--- config.mk ---
export PLATFORM = sky130hd
export DESIGN_NAME = huffman_tree_decoder
export DESIGN_NICKNAME = d
export VERILOG_FILES = /design/src/rtl/hufd_pkg.sv /design/src/rtl/hufd_ctrl.sv /design/src/rtl/hufd_datapath.sv /design/src/rtl/huffman_tree_decoder.sv
export SDC_FILE = /design/constraint.sdc
export NUM_CORES = 2
export LEC_CHECK = 0
export BUFFER_PORTS_ARGS = -buffer_cell sky130_fd_sc_hd__buf_4
export CAP_MARGIN = 20
export CORE_ASPECT_RATIO = 1.75
export CORE_MARGIN = 3
export CORE_UTILIZATION = 60
export DETAILED_ROUTE_END_ITERATION = 8
export PLACE_DENSITY_LB_ADDON = 0.1
export SLEW_MARGIN = 20
export SYNTH_ARGS = -nofsm -noshare
export SYNTH_HDL_FRONTEND = slang
export SYNTH_HIERARCHICAL = 1
export SYNTH_MEMORY_MAX_BITS = 65536
export SYNTH_SLANG_ARGS = --single-unit
--- constraint.sdc ---
create_clock -name clk -period 12.44 [get_ports clk]
set_input_delay 0 -clock clk [delete_from_list [all_inputs] [get_ports clk]]
set_output_delay 0 -clock clk [all_outputs]
set_load 0.005 [all_outputs]
--- src/rtl/hufd_pkg.sv ---
`timescale 1ns / 1ps

package hufd_pkg;

	// Default sizing of the tree store and of the symbol counter.
	localparam int TREE_NODES_DEF  = 255;
	localparam int LENGTH_BITS_DEF = 24;

	// Field widths of the input and result beats.
	localparam int ACTION_W = 2;
	localparam int INDEX_W  = 8;
	localparam int CHILD_W  = 9;
	localparam int LENGTH_W = 24;
	localparam int BYTE_W   = 8;
	localparam int SYMBOL_W = 8;
	localparam int ENTRY_W  = 2 * CHILD_W;
	localparam int BIT_IDX_W = $clog2(BYTE_W);

	// Action codes carried in the slave tuser.
	localparam logic [ACTION_W-1:0] ACT_LOAD   = 2'd0;
	localparam logic [ACTION_W-1:0] ACT_START  = 2'd1;
	localparam logic [ACTION_W-1:0] ACT_DECODE = 2'd2;

	// Commands from the controller to the datapath.
	typedef struct packed {
		logic take;
		logic step;
		logic flush;
	} cmd_t;

	// Status from the datapath to the controller.
	typedef struct packed {
		logic decode_go;
		logic leaf;
		logic chunk_done;
		logic last_bit;
		logic pend_valid;
		logic pend_end;
		logic out_free;
		logic chunk_active;
		logic left_zero;
	} stat_t;

endpackage

--- src/rtl/hufd_ctrl.sv ---
`timescale 1ns / 1ps

module hufd_ctrl (
	input  logic           clk,
	input  logic           arst_n,
	input  logic           s_tvalid,
	output logic           s_tready,
	input  hufd_pkg::stat_t stat,
	output hufd_pkg::cmd_t  cmd
);

	localparam logic [1:0] ST_IDLE  = 2'd0;
	localparam logic [1:0] ST_FETCH = 2'd1;
	localparam logic [1:0] ST_WALK  = 2'd2;
	localparam logic [1:0] ST_FLUSH = 2'd3;

	logic [1:0] state_q;
	logic [1:0] state_d;
	logic       step_ok;

	// A leaf may only displace the held symbol if the output slot is free.
	assign step_ok  = (state_q == ST_WALK) &&
		!(stat.leaf && stat.pend_valid && !stat.out_free);
	assign s_tready = (state_q == ST_IDLE);

	assign cmd.take  = s_tvalid && s_tready;
	assign cmd.step  = step_ok;
	assign cmd.flush = (state_q == ST_FLUSH);

	// Next-state logic.
	always_comb begin
		state_d = state_q;
		unique case (state_q)
			ST_IDLE: begin
				if (cmd.take && stat.decode_go) begin
					state_d = ST_FETCH;
				end
			end
			ST_FETCH: begin
				state_d = ST_WALK;
			end
			ST_WALK: begin
				if (step_ok && (stat.last_bit || stat.chunk_done)) begin
					state_d = ST_FLUSH;
				end
			end
			ST_FLUSH: begin
				if (!stat.pend_valid || stat.out_free) begin
					state_d = ST_IDLE;
				end
			end
			default: begin
				state_d = ST_IDLE;
			end
		endcase
	end

	// State register.
	always_ff @(posedge clk or negedge arst_n) begin
		if (!arst_n) begin
			state_q <= ST_IDLE;
		end else begin
			state_q <= state_d;
		end
	end

endmodule

--- src/rtl/hufd_datapath.sv ---
`timescale 1ns / 1ps

module hufd_datapath #(
	parameter int TREE_NODES  = hufd_pkg::TREE_NODES_DEF,
	parameter int LENGTH_BITS = hufd_pkg::LENGTH_BITS_DEF
) (
	input  logic                          clk,
	input  logic                          arst_n,
	input  logic [hufd_pkg::ACTION_W-1:0] action,
	input  logic [hufd_pkg::INDEX_W-1:0]  node_index,
	input  logic [hufd_pkg::CHILD_W-1:0]  child_zero,
	input  logic [hufd_pkg::CHILD_W-1:0]  child_one,
	input  logic [hufd_pkg::LENGTH_W-1:0] chunk_length,
	input  logic [hufd_pkg::BYTE_W-1:0]   data_byte,
	input  hufd_pkg::cmd_t                cmd,
	output hufd_pkg::stat_t               stat,
	output logic                          m_tvalid,
	input  logic                          m_tready,
	output logic [hufd_pkg::SYMBOL_W-1:0] symbol,
	output logic                          chunk_end,
	output logic                          last_of_run
);

	localparam int NODE_W = $clog2(TREE_NODES);
	localparam logic [NODE_W-1:0] HEAD_NODE = NODE_W'(TREE_NODES - 1);
	localparam logic [hufd_pkg::INDEX_W-1:0] NODE_LIMIT = hufd_pkg::INDEX_W'(TREE_NODES);
	localparam logic [LENGTH_BITS-1:0] LEN_ONE = LENGTH_BITS'(1);
	localparam logic [hufd_pkg::BIT_IDX_W-1:0] TOP_BIT =
		hufd_pkg::BIT_IDX_W'(hufd_pkg::BYTE_W - 1);

	logic [hufd_pkg::ENTRY_W-1:0]   tree_mem [TREE_NODES];
	logic [hufd_pkg::ENTRY_W-1:0]   rd_data_q;
	logic [NODE_W-1:0]              rd_addr;
	logic [NODE_W-1:0]              walk_node_q;
	logic [NODE_W-1:0]              next_node;
	logic [LENGTH_BITS-1:0]         symbols_left_q;
	logic [LENGTH_BITS-1:0]         start_len;
	logic                           active_q;
	logic [hufd_pkg::BYTE_W-1:0]    byte_q;
	logic [hufd_pkg::BIT_IDX_W-1:0] bit_idx_q;
	logic                           pend_valid_q;
	logic [hufd_pkg::SYMBOL_W-1:0]  pend_sym_q;
	logic                           pend_end_q;
	logic                           out_valid_q;
	logic [hufd_pkg::SYMBOL_W-1:0]  out_sym_q;
	logic                           out_end_q;
	logic                           out_last_q;
	logic [hufd_pkg::CHILD_W-1:0]   child;
	logic [hufd_pkg::INDEX_W-1:0]   ptr;
	logic                           leaf;
	logic                           chunk_done;
	logic                           out_free;
	logic                           push;
	logic                           do_load;
	logic                           do_start;
	logic                           final_push;

	// Branch selection on the current bit of the byte.
	assign child      = byte_q[bit_idx_q] ? rd_data_q[hufd_pkg::ENTRY_W-1:hufd_pkg::CHILD_W]
	                                      : rd_data_q[hufd_pkg::CHILD_W-1:0];
	assign leaf       = !child[hufd_pkg::CHILD_W-1];
	assign ptr        = child[hufd_pkg::INDEX_W-1:0];
	assign chunk_done = leaf && (symbols_left_q == LEN_ONE);

	// A pointer past the tree drops the partial code and restarts at the head.
	always_comb begin
		next_node = HEAD_NODE;
		if (!leaf && (ptr < NODE_LIMIT)) begin
			next_node = ptr[NODE_W-1:0];
		end
	end

	// The read address runs one node ahead while the walk advances.
	assign rd_addr = cmd.step ? next_node : walk_node_q;

	assign start_len  = LENGTH_BITS'(chunk_length);
	assign do_load    = cmd.take && (action == hufd_pkg::ACT_LOAD) && (node_index < NODE_LIMIT);
	assign do_start   = cmd.take && (action == hufd_pkg::ACT_START) && (start_len != '0);
	assign out_free   = !out_valid_q || m_tready;
	assign final_push = cmd.flush && pend_valid_q && out_free;
	assign push       = (cmd.step && leaf && pend_valid_q) || final_push;

	// Tree store: one write port for loads, one registered read port for the walk.
	always_ff @(posedge clk) begin
		if (do_load) begin
			tree_mem[node_index[NODE_W-1:0]] <= {child_one, child_zero};
		end
		rd_data_q <= tree_mem[rd_addr];
	end

	// Walk, chunk and held-symbol control state.
	always_ff @(posedge clk or negedge arst_n) begin
		if (!arst_n) begin
			walk_node_q    <= HEAD_NODE;
			symbols_left_q <= '0;
			active_q       <= 1'b0;
			bit_idx_q      <= '0;
			pend_valid_q   <= 1'b0;
			out_valid_q    <= 1'b0;
		end else begin
			if (do_start) begin
				symbols_left_q <= start_len;
				active_q       <= 1'b1;
				walk_node_q    <= HEAD_NODE;
			end
			if (cmd.take) begin
				bit_idx_q <= '0;
			end
			if (cmd.step) begin
				walk_node_q <= next_node;
				bit_idx_q   <= bit_idx_q + 1'b1;
				if (leaf) begin
					symbols_left_q <= symbols_left_q - LEN_ONE;
					pend_valid_q   <= 1'b1;
					if (chunk_done) begin
						active_q <= 1'b0;
					end
				end
			end
			if (final_push) begin
				pend_valid_q <= 1'b0;
			end
			if (push) begin
				out_valid_q <= 1'b1;
			end else if (m_tready) begin
				out_valid_q <= 1'b0;
			end
		end
	end

	// Payload registers: byte under decode, held symbol and output beat.
	always_ff @(posedge clk) begin
		if (cmd.take) begin
			byte_q <= data_byte;
		end
		if (cmd.step && leaf) begin
			pend_sym_q <= child[hufd_pkg::SYMBOL_W-1:0];
			pend_end_q <= chunk_done;
		end
		if (push) begin
			out_sym_q  <= pend_sym_q;
			out_end_q  <= pend_end_q;
			out_last_q <= cmd.flush;
		end
	end

	assign m_tvalid    = out_valid_q;
	assign symbol      = out_sym_q;
	assign chunk_end   = out_end_q;
	assign last_of_run = out_last_q;

	assign stat.decode_go    = (action == hufd_pkg::ACT_DECODE) && active_q;
	assign stat.leaf         = leaf;
	assign stat.chunk_done   = chunk_done;
	assign stat.last_bit     = (bit_idx_q == TOP_BIT);
	assign stat.pend_valid   = pend_valid_q;
	assign stat.pend_end     = pend_end_q;
	assign stat.out_free     = out_free;
	assign stat.chunk_active = active_q;
	assign stat.left_zero    = (symbols_left_q == '0);

endmodule

--- src/rtl/huffman_tree_decoder.sv ---
`timescale 1ns / 1ps

// Huffman tree decoder. Load beats write one tree node each, a start beat opens
// a chunk of a given symbol count, and each decode beat walks the tree over the
// eight bits of one compressed byte, least significant bit first, from the node
// where the walk last stopped (the head node after a start). Load and start
// beats, and a decode beat that arrives with no open chunk, are only accepted.
// Any other decode beat is accepted, fetches the current node from the tree
// store, walks one bit per step, and releases the last symbol, if any, with tlast set.
// A byte that closes its chunk stops walking at that bit. Each step needs the
// registered read of the node chosen by the step before. A symbol leaves only
// when the next one is found or the byte ends, so a stalled master side holds
// the walk. Decoding before the nodes it reaches have been loaded gives
// undefined symbols.
module huffman_tree_decoder #(
	parameter int TREE_NODES  = hufd_pkg::TREE_NODES_DEF,
	parameter int LENGTH_BITS = hufd_pkg::LENGTH_BITS_DEF
) (
	input  logic        clk,
	input  logic        arst_n,
	input  logic        s_tvalid,
	output logic        s_tready,
	// node_index[7:0], child_zero[16:8], child_one[25:17], chunk_length[49:26],
	// data_byte[57:50], zero fill above
	input  logic [63:0] s_tdata,
	// action[1:0]
	input  logic [1:0]  s_tuser,
	output logic        m_tvalid,
	input  logic        m_tready,
	// symbol[7:0]
	output logic [7:0]  m_tdata,
	// last_of_run
	output logic        m_tlast,
	// chunk_end[0]
	output logic        m_tuser
);

	hufd_pkg::cmd_t  cmd;
	hufd_pkg::stat_t stat;

	hufd_ctrl u_ctrl (
		.clk      (clk),
		.arst_n   (arst_n),
		.s_tvalid (s_tvalid),
		.s_tready (s_tready),
		.stat     (stat),
		.cmd      (cmd)
	);

	hufd_datapath #(
		.TREE_NODES  (TREE_NODES),
		.LENGTH_BITS (LENGTH_BITS)
	) u_datapath (
		.clk          (clk),
		.arst_n       (arst_n),
		.action       (s_tuser),
		.node_index   (s_tdata[7:0]),
		.child_zero   (s_tdata[16:8]),
		.child_one    (s_tdata[25:17]),
		.chunk_length (s_tdata[49:26]),
		.data_byte    (s_tdata[57:50]),
		.cmd          (cmd),
		.stat         (stat),
		.m_tvalid     (m_tvalid),
		.m_tready     (m_tready),
		.symbol       (m_tdata),
		.chunk_end    (m_tuser),
		.last_of_run  (m_tlast)
	);

	// No symbol may still be held back while a new beat can be taken.
	a_idle_empty: assert property (@(posedge clk) disable iff (!arst_n)
		s_tready |-> !stat.pend_valid)
		else $error("held symbol left over while accepting");

	// A chunk is open exactly while symbols are still owed.
	a_count_active: assert property (@(posedge clk) disable iff (!arst_n)
		stat.chunk_active != stat.left_zero)
		else $error("chunk flag and symbol count disagree");

	// The symbol that closes a chunk is held only after the chunk has closed.
	a_end_closed: assert property (@(posedge clk) disable iff (!arst_n)
		(stat.pend_valid && stat.pend_end) |-> !stat.chunk_active)
		else $error("closing symbol held with chunk still open");

	// The symbol that ends a chunk is always the last of its byte.
	a_end_last: assert property (@(posedge clk) disable iff (!arst_n)
		(m_tvalid && m_tuser) |-> m_tlast)
		else $error("chunk end without last of run");

endmodule

==> metrics.md <==
| Metric | Value |
|---|---|
| Run status | finished clean |
| # H-tree levels | 5 |
| Weighted congestion reported at the end of routability-driven placement | 0.963 |
| TritonCTS clock tree | yes |
| Fmax achieved | 0.117 GHz |
| Launch point of the worst hold path | s_tdata[3] |
| Final-stage net count | 13,666 |
| Clk slew on worst S/H paths | 0.07 ns |
| Series of cell instances along the critical path | mux2_2 -> mux4_2 -> mux2i_1 -> buf_4 -> a31oi_4 -> nand2_1 -> o22ai_1 -> mux2_8 -> buf_4 -> buf_12 -> nand2_1 -> nand3_1 -> nand3_1 -> o21ai_0 -> o22ai_1 -> o31ai_1 -> o311a_1 |
| Area of the core region | 309,000 µm² |
| First DRT Iteration DRCs | 16,853 |
| Final number of hold-violating endpoints | 0 |
| Worst setup EP type | flip-flop |
| Relative slew margins | 0.160 |
| Share of final-layout standard cells stronger than drive strength 1 | 0.103 |
| Top fanout value on the critical path | 147 |
| Average footprint of a synthesized cell | 13.9 µm² |
| Clock sink count | 4,675 |
| Die Outline Area | 318,000 µm² |
| Number of buffer cells added on primary ports | 75 |
| Min-Delay Endpoint | u_datapath/tree_mem[78][14] |
| Critical path required time | 13.34 ns |
| Number of cells on the worst hold path | 3 |
| Largest buffer count on any clock path | 4 |
| Antenna violations before repair | 44 |
| Slowest cell on crit path | sky130_fd_sc_hd__o31ai_1 |
| Commonest non-fill, non-tap cell in the layout | sky130_fd_sc_hd__edfxtp_1 |
| Syn Std Cell Area | 186,000 µm² |
| Maximum single-stage delay on the critical path | 1.12 ns |
| DPL Wire Length | 350,000 µm |
| RSZ-0062 raised after global routing | no |
| Post-detailed-routing wire length | 598,000 µm |
| Number of vias in the routed layout | 121,685 |
| Signal arrival time at the worst endpoint | 9.45 ns |
| Largest net degree at the start of global routing | 171 |
| RR Endpoint | u_datapath/rd_data_q[11] |
| Num ports | 82 |
| Insertion delay of the later-clocked pin in the worst-skew pair | 0.99 ns |
| Count of buffer and inverter cells on the critical path | 3 |
| Skew final | 0.0521 ns |
| Fin. max-slew vios | 0 |
| Wire length on met2 | 285,000 µm |
| Starting Density | 0.603 |
| Number of cells on the worst reg-to-reg path | 17 |
| All-Layer GR Usage | 0.372 |
| Number of vias per cell | 6.74 |
| Number of warnings issued by yosys | 6 |
| Start-to-end type of the worst setup path | flip-flop to flip-flop |
| Max capacitance violation total | 0 |
| Slew of the pin with the lowest slew margin | 1.25 ns |
| Setup ws final | 3.90 ns |
| Gr ovfl total | 0 |
| Vias in the first global route | 117,035 |
| Syn Inst Count | 13,443 |
| Post-Route M1 WL | 194,000 µm |
| Leakage power | 71.4 nW |
| WL/cell | 33.1 µm |
| Routed length on met3 | 61,500 µm |
| Worst hold-check path type | primary input to flip-flop |
| Place WS | 4.22 ns |
| Hold WS | 0.0714 ns |
| Leading cell types in the layout, fill and taps excluded | sky130_fd_sc_hd__edfxtp_1 (4,617), sky130_fd_sc_hd__nand2_1 (3,211), sky130_fd_sc_hd__nand3_1 (1,457) |
| Reg2reg start | u_datapath/bit_idx_q[0] |
| Count of cells resized by post-cts repair | 0 |
| Root Buffer | sky130_fd_sc_hd__clkbuf_16 |
| Final core area utilization | 0.672 |
| Flop2flop setup slack | 3.90 ns |
| Count of TritonRoute iterations in the first routing pass | 8 |
| TritonCTS buffer count | 404 |
| DR top layer | met5 |
| Launching element type of the critical path | flip-flop |
| Die width | 427 µm |
| Growth of design area from synthesis to finish | 11.5% |
| Filler cell count in the final layout | 21,290 |
| Worst VDD drop | 0.000280 V |
| Die height | 743 µm |
| Total negative slack | 0 ns |
| Kind of cell with the highest combined delay on the critical path | compound AO/OA/AOI/OAI gates |
| First-pass GRT wire length | 839,000 µm |
| Post-detailed-route DRC marker count | 0 |
| Final critical delay including setup and external delays | 8.54 ns |
| Endpoints failing setup | 0 |
| Period utilization | 0.687 |
| Power density over the cells | 268 nW/µm² |
| Site row count | 270 |
| Net count after synthesis | 13,520 |
| Routed Antenna Nets | 0 |
-- layout make-up --
class | count | area, µm² | share of cell area
Antenna cell | 69 | 173 | 0.000831
Multi-Input combinational cell | 7837 | 43200 | 0.208
Tap cell | 4080 | 5100 | 0.0246
Clock buffer | 499 | 10800 | 0.0519
Inverter | 13 | 48.8 | 0.000235
Clock inverter | 226 | 2550 | 0.0123
Sequential cell | 4675 | 140000 | 0.674
Timing Repair Buffer | 658 | 5830 | 0.0281
-- power breakdown --
group	switching [W]	total, W	internal [W]
combinational	0.0187	0.0252	0.00657
clock	0.00559	0.0129	0.00729
sequential	0.000136	0.0176	0.0175
total	0.0244	0.0557	0.0313
-- worst max-delay path by stage --
stage / startpoint / end / slack [ns] / cells past startpoint
floorplan: u_datapath/bit_idx_q[0] / u_datapath/rd_data_q[9] / 7.15 / 25
global placement: u_datapath/bit_idx_q[0] / u_datapath/rd_data_q[11] / 4.30 / 17
detailed placement: u_datapath/bit_idx_q[0] / u_datapath/rd_data_q[11] / 4.22 / 18
CTS: u_datapath/bit_idx_q[0] / u_datapath/rd_data_q[11] / 4.16 / 18
global route: u_datapath/bit_idx_q[0] / u_datapath/rd_data_q[11] / 3.82 / 17
finish: u_datapath/bit_idx_q[0] / u_datapath/rd_data_q[11] / 3.90 / 17
-- worst register-to-register path, cell delays in order, from the launching register on --
cell                      delay, ns
sky130_fd_sc_hd__dfrtp_1       0.60
sky130_fd_sc_hd__mux2_2        0.39
sky130_fd_sc_hd__mux4_2        0.85
sky130_fd_sc_hd__mux2i_1       0.31
sky130_fd_sc_hd__buf_4         0.23
sky130_fd_sc_hd__a31oi_4       0.58
sky130_fd_sc_hd__nand2_1       0.37
sky130_fd_sc_hd__o22ai_1       0.38
sky130_fd_sc_hd__mux2_8        0.62
sky130_fd_sc_hd__buf_4         0.86
sky130_fd_sc_hd__buf_12        0.73
sky130_fd_sc_hd__nand2_1       0.21
sky130_fd_sc_hd__nand3_1       0.12
sky130_fd_sc_hd__nand3_1       0.17
sky130_fd_sc_hd__o21ai_0       0.28
sky130_fd_sc_hd__o22ai_1       0.35
sky130_fd_sc_hd__o31ai_1       1.12
sky130_fd_sc_hd__o311a_1       0.31
-- layer usage --
metal	vias to the layer above	GRT usage
li1	50954	-
met1	61057	0.440
met2	7863	0.594
met3	1787	0.0744
met4	24	0.298
met5	-	0.000612
-- flip-flops by register name (all words and copies together), names as in the netlist, 2 cells and up --
name	count
u_datapath/walk_node_q	8
u_ctrl/state_q	2
u_datapath/rd_data_q	18
u_datapath/pend_sym_q	8
u_datapath/symbol	8
u_datapath/tree_mem	4590
u_datapath/byte_q	8
u_datapath/bit_idx_q	3
u_datapath/symbols_left_q	24
-- timing repair --
item,CTS,global route
buffers inserted,0,0
endpoints found under the hold margin,2138,0
setup endpoints to repair,0,0
hold buffers,103,0
-- metrics by stage --
stage / cells / power [W] / area, µm²
6_report: 18057 / 0.0557 / 208000
5_1_grt: 18036 / 0.0571 / 208000
4_1_cts: 17986 / 0.0550 / 207000
3_5_place_dp: 17158 / 0.0423 / 193000
3_3_place_gp: 17156 / 0.0419 / 193000
2_1_floorplan: 13443 / 0.0319 / 186000
(Power assumes the default switching activity.)
